--- src/design/slsp_pkg.sv ---
// slsp_pkg: shared constants and types for the switch and led panel controller
// no dependencies
`timescale 1ns / 1ps

package slsp_pkg;

    // switch sample ring
    localparam int SAMPLE_DEPTH = 5;
    localparam int RING_IDX_W   = (SAMPLE_DEPTH > 1) ? $clog2(SAMPLE_DEPTH) : 1;

    // field and register widths
    localparam int HB_W      = 10;
    localparam int SP_W      = 6;
    localparam int BYTE_W    = 8;
    localparam int REQ_W     = 3;
    localparam int CFG_W     = 10;
    localparam int CFG_IDX_W = 1;
    localparam int S_DATA_W  = 32;
    localparam int M_DATA_W  = 32;

    // register reset values
    localparam logic [HB_W-1:0] HB_PERIOD_RST = HB_W'(1000);
    localparam logic [SP_W-1:0] SP_PERIOD_RST = SP_W'(25);

    // configuration register indexes
    localparam logic [CFG_IDX_W-1:0] REG_HEARTBEAT_PERIOD = 1'b0;
    localparam logic [CFG_IDX_W-1:0] REG_SAMPLE_PERIOD    = 1'b1;

    // request kinds
    localparam logic [REQ_W-1:0] REQ_TICK      = 3'd0;
    localparam logic [REQ_W-1:0] REQ_RX_FRAME  = 3'd1;
    localparam logic [REQ_W-1:0] REQ_SEND_DONE = 3'd2;
    localparam logic [REQ_W-1:0] REQ_SEND_ERR  = 3'd3;
    localparam logic [REQ_W-1:0] REQ_POLL      = 3'd4;

    // frame characters
    localparam logic [BYTE_W-1:0] CH_HASH   = 8'h23;
    localparam logic [BYTE_W-1:0] CH_DOLLAR = 8'h24;
    localparam logic [BYTE_W-1:0] CH_P      = 8'h50;
    localparam logic [BYTE_W-1:0] CH_R      = 8'h52;
    localparam logic [BYTE_W-1:0] CH_S      = 8'h53;
    localparam logic [BYTE_W-1:0] CH_8      = 8'h38;
    localparam logic [BYTE_W-1:0] CH_9      = 8'h39;

    // status byte bits
    localparam int ST_LED_A_BIT   = 0;
    localparam int ST_LED_B_BIT   = 1;
    localparam int ST_PRESSED_BIT = 2;

    // send phase codes
    typedef logic [2:0] phase_t;
    localparam phase_t PH_IDLE         = 3'd0;
    localparam phase_t PH_PRESS_BUSY   = 3'd1;
    localparam phase_t PH_PRESS_DONE   = 3'd2;
    localparam phase_t PH_RELEASE_BUSY = 3'd3;
    localparam phase_t PH_STATUS_BUSY  = 3'd4;

endpackage

--- src/design/switch_led_serial_panel_unit.sv ---
// switch_led_serial_panel_unit: panel controller with heartbeat, switch debounce,
// led toggle commands and press/release/status frames
// depends on slsp_pkg
`timescale 1ns / 1ps

// the result word is registered: it appears in the cycle after its input word is accepted
// throughput: one word per cycle unless m_tready stalls the result register
// s_tready stays high while the result register is empty or being taken
// reset (aresetn low, synchronous): periods 1000 and 25, counters, ring,
// debounce state, leds and send phase cleared, result register empty

module switch_led_serial_panel_unit
    import slsp_pkg::*;
(
    input  logic                 aclk,
    input  logic                 aresetn,
    // input channel
    input  logic                 s_tvalid,
    output logic                 s_tready,
    // switch_level[0], rx_first[8:1], rx_middle[16:9], rx_last[24:17], zero fill
    input  logic [S_DATA_W-1:0]  s_tdata,
    // req_type[2:0]
    input  logic [REQ_W-1:0]     s_tuser,
    // result channel
    output logic                 m_tvalid,
    input  logic                 m_tready,
    // heartbeat_led[0], led_a[1], led_b[2], send_frame[3], send_first[11:4],
    // send_middle[19:12], send_last[27:20], switch_pressed[28], zero fill
    output logic [M_DATA_W-1:0]  m_tdata,
    // configuration
    input  logic                 cfg_wr_en,
    input  logic [CFG_IDX_W-1:0] cfg_addr,
    input  logic [CFG_W-1:0]     cfg_wdata
);

    logic [HB_W-1:0]         hb_period_reg;
    logic [SP_W-1:0]         sp_period_reg;
    phase_t                  send_phase_reg, send_phase_next;
    phase_t                  saved_phase_reg, saved_phase_next;
    logic [HB_W-1:0]         hb_count_reg, hb_count_next;
    logic [SP_W-1:0]         sp_count_reg, sp_count_next;
    logic [SAMPLE_DEPTH-1:0] ring_reg, ring_next;
    logic [RING_IDX_W-1:0]   ring_idx_reg, ring_idx_next;
    logic                    deb_high_reg, deb_high_next;
    logic [2:0]              led_reg, led_next;
    logic                    m_tvalid_reg;
    logic [M_DATA_W-1:0]     m_tdata_reg, m_tdata_next;

    logic                    s_accept;
    logic [REQ_W-1:0]        req_type;
    logic                    switch_level;
    logic [BYTE_W-1:0]       rx_first, rx_middle, rx_last;
    logic                    frame_ok;
    logic                    deb_upd;
    logic [HB_W:0]           hb_inc;
    logic [SP_W:0]           sp_inc;
    logic [RING_IDX_W:0]     idx_inc;
    logic                    send;
    logic [BYTE_W-1:0]       s1;

    assign req_type     = s_tuser;
    assign switch_level = s_tdata[0];
    assign rx_first     = s_tdata[8:1];
    assign rx_middle    = s_tdata[16:9];
    assign rx_last      = s_tdata[24:17];

    assign s_tready = !m_tvalid_reg || m_tready;
    assign s_accept = s_tvalid && s_tready;
    assign m_tvalid = m_tvalid_reg;
    assign m_tdata  = m_tdata_reg;

    assign frame_ok = (rx_first == CH_HASH) && (rx_last == CH_DOLLAR);
    // state flips only when every sample disagrees with it
    assign deb_upd  = deb_high_reg ? (|ring_reg) : (&ring_reg);
    assign hb_inc   = {1'b0, hb_count_reg} + (HB_W+1)'(1);
    assign sp_inc   = {1'b0, sp_count_reg} + (SP_W+1)'(1);
    assign idx_inc  = {1'b0, ring_idx_reg} + (RING_IDX_W+1)'(1);

    always_comb begin
        send_phase_next  = send_phase_reg;
        saved_phase_next = saved_phase_reg;
        hb_count_next    = hb_count_reg;
        sp_count_next    = sp_count_reg;
        ring_next        = ring_reg;
        ring_idx_next    = ring_idx_reg;
        deb_high_next    = deb_high_reg;
        led_next         = led_reg;
        send             = 1'b0;
        s1               = '0;

        case (req_type)
            REQ_TICK: begin
                if (hb_count_reg == '0) begin
                    led_next[0] = ~led_reg[0];
                end
                if (hb_inc >= {1'b0, hb_period_reg}) begin
                    hb_count_next = '0;
                end else begin
                    hb_count_next = hb_inc[HB_W-1:0];
                end
                if (sp_count_reg == '0) begin
                    ring_next[ring_idx_reg] = switch_level;
                    if (idx_inc >= (RING_IDX_W+1)'(SAMPLE_DEPTH)) begin
                        ring_idx_next = '0;
                    end else begin
                        ring_idx_next = idx_inc[RING_IDX_W-1:0];
                    end
                end
                if (sp_inc >= {1'b0, sp_period_reg}) begin
                    sp_count_next = '0;
                end else begin
                    sp_count_next = sp_inc[SP_W-1:0];
                end
            end
            REQ_RX_FRAME: begin
                if (frame_ok) begin
                    if (rx_middle == CH_8) begin
                        led_next[1] = ~led_reg[1];
                    end else if (rx_middle == CH_9) begin
                        led_next[2] = ~led_reg[2];
                    end else if (rx_middle == CH_S) begin
                        deb_high_next        = deb_upd;
                        s1[ST_PRESSED_BIT]   = ~deb_upd;
                        s1[ST_LED_A_BIT]     = led_reg[1];
                        s1[ST_LED_B_BIT]     = led_reg[2];
                        if (send_phase_reg != PH_STATUS_BUSY) begin
                            saved_phase_next = send_phase_reg;
                        end
                        send_phase_next = PH_STATUS_BUSY;
                        send            = 1'b1;
                    end
                end
            end
            REQ_SEND_DONE: begin
                if (send_phase_reg == PH_PRESS_BUSY) begin
                    send_phase_next = PH_PRESS_DONE;
                end else if (send_phase_reg == PH_RELEASE_BUSY) begin
                    send_phase_next = PH_IDLE;
                end else if (send_phase_reg == PH_STATUS_BUSY) begin
                    send_phase_next = saved_phase_reg;
                end
            end
            REQ_POLL: begin
                deb_high_next = deb_upd;
                if (!deb_upd) begin
                    if (send_phase_reg == PH_IDLE) begin
                        send_phase_next = PH_PRESS_BUSY;
                        s1              = CH_P;
                        send            = 1'b1;
                    end
                end else if (send_phase_reg == PH_PRESS_DONE) begin
                    send_phase_next = PH_RELEASE_BUSY;
                    s1              = CH_R;
                    send            = 1'b1;
                end
            end
            default: begin
                // send error and unused codes leave the state alone
            end
        endcase

        m_tdata_next        = '0;
        m_tdata_next[0]     = led_next[0];
        m_tdata_next[1]     = led_next[1];
        m_tdata_next[2]     = led_next[2];
        m_tdata_next[3]     = send;
        m_tdata_next[11:4]  = send ? CH_HASH : '0;
        m_tdata_next[19:12] = send ? s1 : '0;
        m_tdata_next[27:20] = send ? CH_DOLLAR : '0;
        m_tdata_next[28]    = ~deb_high_next;
    end

    always_ff @(posedge aclk) begin
        if (!aresetn) begin
            hb_period_reg <= HB_PERIOD_RST;
            sp_period_reg <= SP_PERIOD_RST;
        end else if (cfg_wr_en) begin
            case (cfg_addr)
                REG_HEARTBEAT_PERIOD: hb_period_reg <= cfg_wdata[HB_W-1:0];
                REG_SAMPLE_PERIOD:    sp_period_reg <= cfg_wdata[SP_W-1:0];
                default: begin
                end
            endcase
        end
    end

    always_ff @(posedge aclk) begin
        if (!aresetn) begin
            send_phase_reg  <= PH_IDLE;
            saved_phase_reg <= PH_IDLE;
            hb_count_reg    <= '0;
            sp_count_reg    <= '0;
            ring_reg        <= '0;
            ring_idx_reg    <= '0;
            deb_high_reg    <= 1'b0;
            led_reg         <= '0;
            m_tvalid_reg    <= 1'b0;
        end else begin
            if (s_accept) begin
                send_phase_reg  <= send_phase_next;
                saved_phase_reg <= saved_phase_next;
                hb_count_reg    <= hb_count_next;
                sp_count_reg    <= sp_count_next;
                ring_reg        <= ring_next;
                ring_idx_reg    <= ring_idx_next;
                deb_high_reg    <= deb_high_next;
                led_reg         <= led_next;
                m_tvalid_reg    <= 1'b1;
            end else if (m_tready) begin
                m_tvalid_reg    <= 1'b0;
            end
        end
    end

    always_ff @(posedge aclk) begin
        if (s_accept) begin
            m_tdata_reg <= m_tdata_next;
        end
    end

    // result word mirrors the state it leaves behind
    a_led_match: assert property (@(posedge aclk) disable iff (!aresetn)
        s_accept |=> (m_tdata[2:0] == led_reg) && (m_tdata[28] == !deb_high_reg))
        else $error("result leds or pressed flag differ from stored state");

    // a frame word always carries the frame delimiters
    a_frame_bytes: assert property (@(posedge aclk) disable iff (!aresetn)
        (m_tvalid && m_tdata[3]) |-> (m_tdata[11:4] == CH_HASH) &&
                                     (m_tdata[27:20] == CH_DOLLAR))
        else $error("sent frame without delimiters");

    // any frame sent leaves a send in flight
    a_send_busy: assert property (@(posedge aclk) disable iff (!aresetn)
        (s_accept && send) |=> (send_phase_reg == PH_PRESS_BUSY ||
                                send_phase_reg == PH_RELEASE_BUSY ||
                                send_phase_reg == PH_STATUS_BUSY))
        else $error("frame sent without a busy send phase");

    // a status send saves the phase it interrupted, never the status phase
    a_saved_phase: assert property (@(posedge aclk) disable iff (!aresetn)
        (send_phase_reg == PH_STATUS_BUSY) |-> (saved_phase_reg != PH_STATUS_BUSY))
        else $error("saved phase is the status phase");

endmodule

--- config.mk ---
export PLATFORM = sky130hd
export DESIGN_NAME = switch_led_serial_panel_unit
export DESIGN_NICKNAME = d
export VERILOG_FILES = /design/src/design/slsp_pkg.sv /design/src/design/switch_led_serial_panel_unit.sv
export SDC_FILE = /design/constraint.sdc
export NUM_CORES = 1
export LEC_CHECK = 0
export BUFFER_PORTS_ARGS = -buffer_cell sky130_fd_sc_hd__buf_2
export CORE_UTILIZATION = 45
export DETAILED_ROUTE_END_ITERATION = 10
export PLACE_DENSITY = 0.8
export SLEW_MARGIN = 10
export SYNTH_ARGS = -nofsm -noshare
export SYNTH_HDL_FRONTEND = slang
export SYNTH_SLANG_ARGS = --single-unit
--- constraint.sdc ---
create_clock -name aclk -period 5.6 [get_ports aclk]
set_input_delay 0 -clock aclk [delete_from_list [all_inputs] [get_ports aclk]]
set_output_delay 0 -clock aclk [all_outputs]
set_load 0.02 [all_outputs]
* Word level (Yosys, flattened, before mapping)
Cells that the tools add are included.
Storage, ports and cells: flip-flop bits (word level) 80, output and inout port bits 34, word-level logic and storage cells 120
Operators by class: add/subtract/negate cells 3, magnitude comparators 5, eq/ne operators 20, multiplexer cells 50, bitwise gates (word level) 8, reduce and logical (&&, ||, !) cells 20
Operator list (count):
- $mux 3 | 15
- $eq 8x6->1 const B | 4
- $mux 1 | 20
- $mux 6 | 3
- $mux 7 | 2
- $add 10x1->11 const B | 1
- $ge 11x10->1 | 1
- $logic_not 10->1 | 1
- $mux 10 | 1
- $eq 3x2->1 const B | 3
- $ne 3x3->1 const B | 3
- $pmux 3 s3 | 1
- $reduce_and 9->1 | 1
- $eq 8x7->1 const B | 1
- $mux 8 | 1
- $ne 2x2->1 const B | 4
- $not 1->1 | 8
- $reduce_and 2->1 | 4
- $add 6x1->7 const B | 1
- $ge 7x6->1 | 1
- $reduce_and 7->1 | 1
- $eq 3x1->1 const B | 2
- $eq 3x3->1 const B | 2
- $logic_not 3->1 | 2
- other kinds (19) | 23

* Depth between registers and ports, before layout
Gate-level depths: netlist of run 1.
word-level depth 8, gate-level depth with buffers 11, mapped depth without buffers 11

* Least setup slack after synthesis of run 1
No wires, ideal clock.
path kind register to register, start point reg hb_count_reg[0], end point reg hb_count_reg[3], data arrival time 2184 ps, data required time 5530 ps, path slack 3346 ps, cell stages (with the launch flop) 11, path buffers 0, period minus slack after synthesis 2254 ps, cell sequence dfxtp_1 -> ha_1 -> nand2_1 -> nor3_2 -> xor2_1 -> ha_1 -> a21o_1 -> a211oi_2 -> o211ai_2 -> nand2b_1 -> a21oi_1
Between the ends: cells in the longest elaborated chain, start to end 3
Ends and longest elaborated chain:
- start, declared | RTL line switch_led_serial_panel_unit.sv:40 | logic [HB_W-1:0] hb_count_reg, hb_count_next;
- start signal, assigned | RTL line switch_led_serial_panel_unit.sv:202 | hb_count_reg <= hb_count_next;
- $add 10x1->11 (*) | RTL line switch_led_serial_panel_unit.sv:75 | assign hb_inc = {1'b0, hb_count_reg} + (HB_W+1)'(1);
- $ge 11x10->1 | RTL line switch_led_serial_panel_unit.sv:96 | if (hb_inc >= {1'b0, hb_period_reg}) begin
- $mux 10 (*) | RTL line switch_led_serial_panel_unit.sv:96
Every way passes the cells marked *; elsewhere a longest branch is shown, timed or not. A chain may end at the register's enable or synchronous reset.

* Final worst setup path of run 1
start point reg hb_count_reg[0], end point reg hb_count_reg[9]
The elaborated chain is that of the path after synthesis.

==> results of run 1 <==
==> logic make-up after synthesis <==
| logic type | after synthesis | synth area share |
|---|---|---|
| AO/OA/AOI/OAI | 73 | 0.133 |
| XOR/XNOR | 17 | 0.0408 |
| AND/OR/NAND/NOR | 178 | 0.287 |
| other | 1 | 0.00103 |
| buffers and inverters | 61 | 0.0904 |
| adder cells (fa/ha/maj) | 22 | 0.0753 |
| flip-flops | 60 | 0.353 |
| multiplexers | 7 | 0.0192 |
==> synth_stat cells (6+ instances only) <==
master    number  area share
a21oi_1       30       0.041
buf_4         23       0.047
clkbuf_1       9      0.0092
dfxtp_1       51        0.28
edfxtp_1       9       0.074
ha_1          22       0.075
inv_1         25       0.026
mux2i_1        7       0.019
nand2_1       55       0.057
nand2b_1      15       0.026
nand3_1       24       0.033
nor2_1        23       0.024
nor3_1         7      0.0096
o211ai_1       7       0.014
o21ai_0        8       0.011
o21ai_1        6      0.0082
xnor2_1        8       0.019
xor2_1         9       0.022
==> metrics by stage <==
step,utilization,cell area (um2)
after floorplan,-,3710
after global placement,0.502,3920
after detailed placement,0.502,3920
after CTS,0.550,4300
after global routing,0.550,4300
final,0.550,4300
==> critical path: stages (launching register included) <==
cell	delay, ps
dfxtp_1	440
ha_1	250
nand2_1	100
nor3_2	300
xor2_1	190
ha_1	260
a21o_1	190
a211oi_2	230
o211ai_2	240
nand2b_1	220
a21oi_1	160
==> worst paths after layout <==
| path | from | endpoint | slack, ps | depth (start not counted) |
|---|---|---|---|---|
| worst max-delay path | hb_count_reg[0] | hb_count_reg[9] | 2950 | 10 |
| worst min-delay path | m_tready | m_tvalid | 30 | 3 |
| worst max register to register | hb_count_reg[0] | hb_count_reg[9] | 2950 | 10 |
| worst min register to register | sp_period_reg[1] | sp_period_reg[1] | 460 | 2 |
==> metal layers <==
| layer | GRT usage | routed length [um] | up-vias |
|---|---|---|---|
| met5 | 0 | 0 | - |
| met4 | 0.0898 | 179 | 0 |
| met3 | 0.0357 | 262 | 19 |
| met2 | 0.322 | 3840 | 74 |
| met1 | 0.216 | 3290 | 1471 |
| li1 | - | - | 1562 |
==> cell type report <==
class | instances | area [um2]
Multi-Input combinational cell | 314 | 2090
Inverter | 26 | 103
Clock inverter | 6 | 88.8
Tap cell | 102 | 128
Timing Repair Buffer | 77 | 468
Sequential cell | 60 | 1290
Fill cell | 696 | 3510
Clock buffer | 10 | 128
==> where the power goes <==
part           internal [uW]  switching [uW]
Combinational           45.8            70.3
Clock                    250             175
Sequential               450            6.94
==> placed cells by master, fill, tap and decap left out, types with 4 or more instances in the layout <==
cell type | synthesis | layout
a21o_1 | 4 | 4
a21oi_1 | 30 | 30
buf_2 | 2 | 60
clkbuf_8 | 0 | 9
conb_1 | 1 | 17
dfxtp_1 | 51 | 51
dlygate4sd3_1 | 0 | 16
edfxtp_1 | 9 | 9
ha_1 | 22 | 22
inv_1 | 25 | 25
mux2i_1 | 7 | 7
nand2_1 | 55 | 55
nand2b_1 | 15 | 15
nand3_1 | 24 | 24
nor2_1 | 23 | 23
nor2b_1 | 4 | 4
nor3_1 | 7 | 7
nor3_2 | 4 | 4
nor4b_1 | 4 | 4
nor4b_2 | 4 | 4
o211ai_1 | 7 | 7
o21ai_0 | 8 | 8
o21ai_1 | 6 | 6
xnor2_1 | 8 | 8
xor2_1 | 9 | 9
==> timing repair <==
action                                 4_1_cts  5_1_grt
hold buffers                                16        0
setup endpoints to repair                    0        0
endpoints found under the hold margin       23        0
resized for setup                            0        0
==> tab_implementation.tex, run 1 <==
\begin{tabular}{lr}
\hline
Metric & Value \\
\hline
\multicolumn{2}{l}{\textbf{Timing}} \\
Final period utilization & 0.473 \\
Smallest setup slack after layout & 2950 ps \\
Final setup skew & 6.40 ps \\
Hold\_ws & 30.9 ps \\
Headroom to the max-slew limit & 0.283 \\
Total of endpoints with negative setup slack in the final report & 0 \\
Final Hold Viols & 0 \\
Final Max Slew Viols & 0 \\
Maximum operating frequency & 378 MHz \\
Measured slew at the worst slew-check pin & 1070 ps \\
RSZ-0062 raised after global routing & false \\
Final critical delay including setup and external delays & 2650 ps \\
Final TNS setup & 0 ps \\
\multicolumn{2}{l}{\textbf{Yosys}} \\
Post-synthesis instance area & 0.00365 mm2 \\
Avg Cell Area, Syn & 8.72 um2 \\
Count of synthesis-stage warnings from yosys & 0 \\
Share of synthesized area occupied by flip-flops and latches & 0.353 \\
Number of instances in the synthesized netlist & 419 \\
Fraction of registers with async set/reset & 0 \\
Dominant synthesized flop cell & dfxtp\_1 \\
FF+latch count, synth & 60 \\
Count of different cell masters after synthesis & 64 \\
Post-synth EDFFs & 9 \\
\multicolumn{2}{l}{\textbf{Place}} \\
DPL Wire Length & 5350 um \\
Minimum setup slack after placement & 2970 ps \\
Number of port buffers & 60 \\
Routability cong. & 0.885 \\
Post-placement cell count & 563 \\
\multicolumn{2}{l}{\textbf{Floorplanning}} \\
Die Y & 92.1 um \\
Floorplan Core Area & 0.00781 mm2 \\
Initial Util & 0.468 \\
Rows & 32 \\
Number of top-level design ports & 85 \\
Die ar. & 0.00848 mm2 \\
Die X & 92.1 um \\
\multicolumn{2}{l}{\textbf{Routing}} \\
Sum of routed wire length over all layers & 7570 um \\
First-pass detailed-route iteration total & 5 \\
Detail Route Antenna Nets & 0 \\
Per-cell routed wire length & 12.7 um \\
Iteration-0 DRC count of the detailed router & 105 \\
Avg Vias per Cell & 5.25 \\
Vias after detailed routing & 3126 \\
Drt drc & 0 \\
\multicolumn{2}{l}{\textbf{Cells and area}} \\
Area Growth Syn to Fin & 17.6\% \\
Nets@finish & 561 \\
Final cell count without fillers & 595 \\
Number of diodes & 0 \\
Fraction of layout cells with a size suffix above 1 & 0.223 \\
\multicolumn{2}{l}{\textbf{Clock network}} \\
Max clock buf depth & 2 \\
Post CTS Setup Buffer Count & 0 \\
Total number of clock tree sinks & 60 \\
CTS tree & done \\
Total CTS buffers & 9 \\
Clk root buf & clkbuf\_8 \\
Clk Latency, worst-skew pair & 340 ps \\
H-tree level count & 3 \\
Register clock-pin slew on the reported worst setup and hold paths & 70 ps \\
\multicolumn{2}{l}{\textbf{Job}} \\
Max-Cap Viols & 0 \\
\multicolumn{2}{l}{\textbf{Global routing}} \\
Global-route wire length before repair & 12500 um \\
All-layer global routing usage & 0.185 \\
Total overflow reported by the global router & 0 \\
Antenna violations before repair & 0 \\
Via count of the first global-routing pass & 2946 \\
Maximum number of pins on one net before global-route repair & 31 \\
\multicolumn{2}{l}{\textbf{Critical path}} \\
Type of element capturing the critical path & register \\
Required time of the critical path & 5870 ps \\
Kind of start point of the critical path & register \\
Worst Path Class, Setup & reg2reg \\
CP Max Fanout & 10 \\
Worst Path Arrival & 2920 ps \\
\multicolumn{2}{l}{\textbf{Power}} \\
Leakage component of the power & 0.00182 uW \\
Peak ir drop on the vdd network & 0.0878 mV \\
Power consumption & 998 uW \\
Power density of the placed cells & 232 mW/mm2 \\
\multicolumn{2}{l}{\textbf{Hold path}} \\
Class of the tightest hold or removal check & in2reg \\
\multicolumn{2}{l}{\textbf{Outcome}} \\
Result of the run & finished, final reports clean \\
\hline
\end{tabular}
Power figures use the tool's default switching activity.
==> inputs of run 2 (changes only) <==
clock period = 2.54 ns   (was 5.6 ns; I/O delays follow)
==> tab_implementation.tex, run 2 (synthesis gave the netlist of run 1 again) <==
\begin{tabular}{lr}
\hline
Metric & Value \\
\hline
\multicolumn{2}{l}{\textbf{Cells and area}} \\
Fraction of layout cells with a size suffix above 1 & 0.237 (+0.0138) \\
Area Growth Syn to Fin & 18.8\% \\
Commonest non-fill, non-tap cell in the layout & buf\_2 \\
Final cell count without fillers & 600 (+0.84\%) \\
Finished layout cell area & 0.00434 mm2 (+0.96\%) \\
End-of-flow core utilization & 0.556 (+0.00529) \\
Top library cells by usage in the layout, fill and taps aside & 60 x buf\_2, 55 x nand2\_1, 50 x dfxtp\_1 \\
Number of diodes & 0 (unchanged) \\
Nets@finish & 566 (+0.89\%) \\
\multicolumn{2}{l}{\textbf{Floorplanning}} \\
Die X & 92.1 um (unchanged) \\
Die Y & 92.1 um (unchanged) \\
Floorplan Core Area & 0.00781 mm2 (unchanged) \\
Initial Util & 0.468 (unchanged) \\
Rows & 32 (unchanged) \\
Die ar. & 0.00848 mm2 (unchanged) \\
Number of top-level design ports & 85 (unchanged) \\
\multicolumn{2}{l}{\textbf{Critical path}} \\
Required time of the critical path & 2810 ps (-3060 ps) \\
Launching point of the worst reg2reg path & hb\_count\_reg[3] \\
Type of element capturing the critical path & register \\
Worst Path Arrival & 2730 ps (-190 ps) \\
Launch point of the worst path & hb\_count\_reg[3] \\
Worst Path Class, Setup & reg2reg \\
CP Max Fanout & 5 (-5) \\
Kind of start point of the critical path & register \\
\multicolumn{2}{l}{\textbf{Job}} \\
Max-Cap Viols & 0 (unchanged) \\
\multicolumn{2}{l}{\textbf{Hold path}} \\
Class of the tightest hold or removal check & in2reg \\
Hold Startpoint & m\_tready \\
\multicolumn{2}{l}{\textbf{Timing}} \\
Final Max Slew Viols & 0 (unchanged) \\
Final critical delay including setup and external delays & 2460 ps (-188 ps) \\
Final TNS setup & 0 ps (unchanged) \\
Final period utilization & 0.969 (+0.496) \\
Final setup skew & 7.91 ps (+1.51 ps) \\
Maximum operating frequency & 406 MHz (+7.7\%) \\
Total of endpoints with negative setup slack in the final report & 0 (unchanged) \\
Final Hold Viols & 0 (unchanged) \\
\multicolumn{2}{l}{\textbf{Routing}} \\
First-pass detailed-route iteration total & 4 (-1) \\
Iteration-0 DRC count of the detailed router & 145 (+38\%) \\
Per-cell routed wire length & 13.6 um (+7.3\%) \\
Detail Route Antenna Nets & 0 (unchanged) \\
Avg Vias per Cell & 5.39 (+2.6\%) \\
Sum of routed wire length over all layers & 8180 um (+8.2\%) \\
Vias after detailed routing & 3235 (+3.5\%) \\
Drt drc & 0 (unchanged) \\
\multicolumn{2}{l}{\textbf{Clock network}} \\
Max clock buf depth & 2 (unchanged) \\
Total CTS buffers & 9 (unchanged) \\
H-tree level count & 3 (unchanged) \\
Post CTS Setup Buffer Count & 0 (unchanged) \\
Total number of clock tree sinks & 60 (unchanged) \\
CTS tree & done \\
Clk root buf & clkbuf\_8 \\
Clk Latency, worst-skew pair & 340 ps (about the same) \\
Register clock-pin slew on the reported worst setup and hold paths & 70 ps (about the same) \\
\multicolumn{2}{l}{\textbf{Place}} \\
Number of port buffers & 60 (unchanged) \\
Routability cong. & 0.878 (-0.72\%) \\
DPL Wire Length & 5710 um (+6.6\%) \\
Post-placement cell count & 568 (+0.89\%) \\
Placement Cell Area & 0.00396 mm2 (+0.96\%) \\
\multicolumn{2}{l}{\textbf{Global routing}} \\
Total overflow reported by the global router & 0 (unchanged) \\
Global-route wire length before repair & 13300 um (+6.1\%) \\
Via count of the first global-routing pass & 3136 (+6.4\%) \\
All-layer global routing usage & 0.194 (+0.00983) \\
Maximum number of pins on one net before global-route repair & 24 (-23\%) \\
Antenna violations before repair & 0 (unchanged) \\
\multicolumn{2}{l}{\textbf{Power}} \\
Power consumption & 2080 uW (+110\%) \\
Peak ir drop on the vdd network & 0.208 mV (+140\%) \\
Power density of the placed cells & 479 mW/mm2 (+110\%) \\
Leakage component of the power & 0.00184 uW (+0.98\%) \\
\multicolumn{2}{l}{\textbf{Outcome}} \\
Result of the run & finished, final reports clean \\
\hline
\end{tabular}
## run 2: critical path, cell delays in order (launching register included)
cell      delay, ps
dfxtp_1         420
nand3_1         200
nor2_1          200
xor2_1          330
ha_1            310
nand2_1          80
o21ai_0         110
a21oi_2         230
o211ai_2        180
nand2b_1        190
a21oi_1         130
## run 2: final timing paths
kind,endpoint,slack [ps],cells after the start
worst min-delay path,m_tvalid,10,3
worst max register to register,hb_count_reg[9],80,10
worst min register to register,sp_period_reg[5],460,2
worst max-delay path,hb_count_reg[9],80,10
## run 2: final cells by class
class,count,area [um2]
multi-input combinational,315,2140
clock buffer,9,124
fill,722,3470
inverter,26,103
tap,102,128
clock inverter,7,57.6
sequential,60,1290
timing repair buffer,81,495
## run 2: layer usage
layer  routed length (um)  track usage  up-vias
li1                     -            -     1577
met5                    0            0        -
met3                  384       0.0514       25
met2                 4180        0.345      103
met1                 3380        0.216     1530
met4                  238       0.0898        0
## run 2: where the power goes
part | switching (uW) | total (uW) | internal, uW | leakage (uW)
logic | 161 | 264 | 103 | 0.00125
registers | 14.7 | 1010 | 992 | 0.000502
clock network | 372 | 809 | 437 | 0.0000892
## run 2: what timing repair did
item,in CTS,in global routing
hold buffers,15,0
gates resized for setup,0,8
hold endpoints to repair,23,0
endpoints found under the setup margin,0,10
## run 2: per-stage QoR
step | worst slack (ps) | hold WS (ps)
2_1_floorplan | 286 | 102
3_3_place_gp | 211 | 229
3_5_place_dp | 72.5 | 239
4_1_cts | 37.0 | 0.803
5_1_grt | -6.21 | 12.4
6_report | 79.4 | 9.66
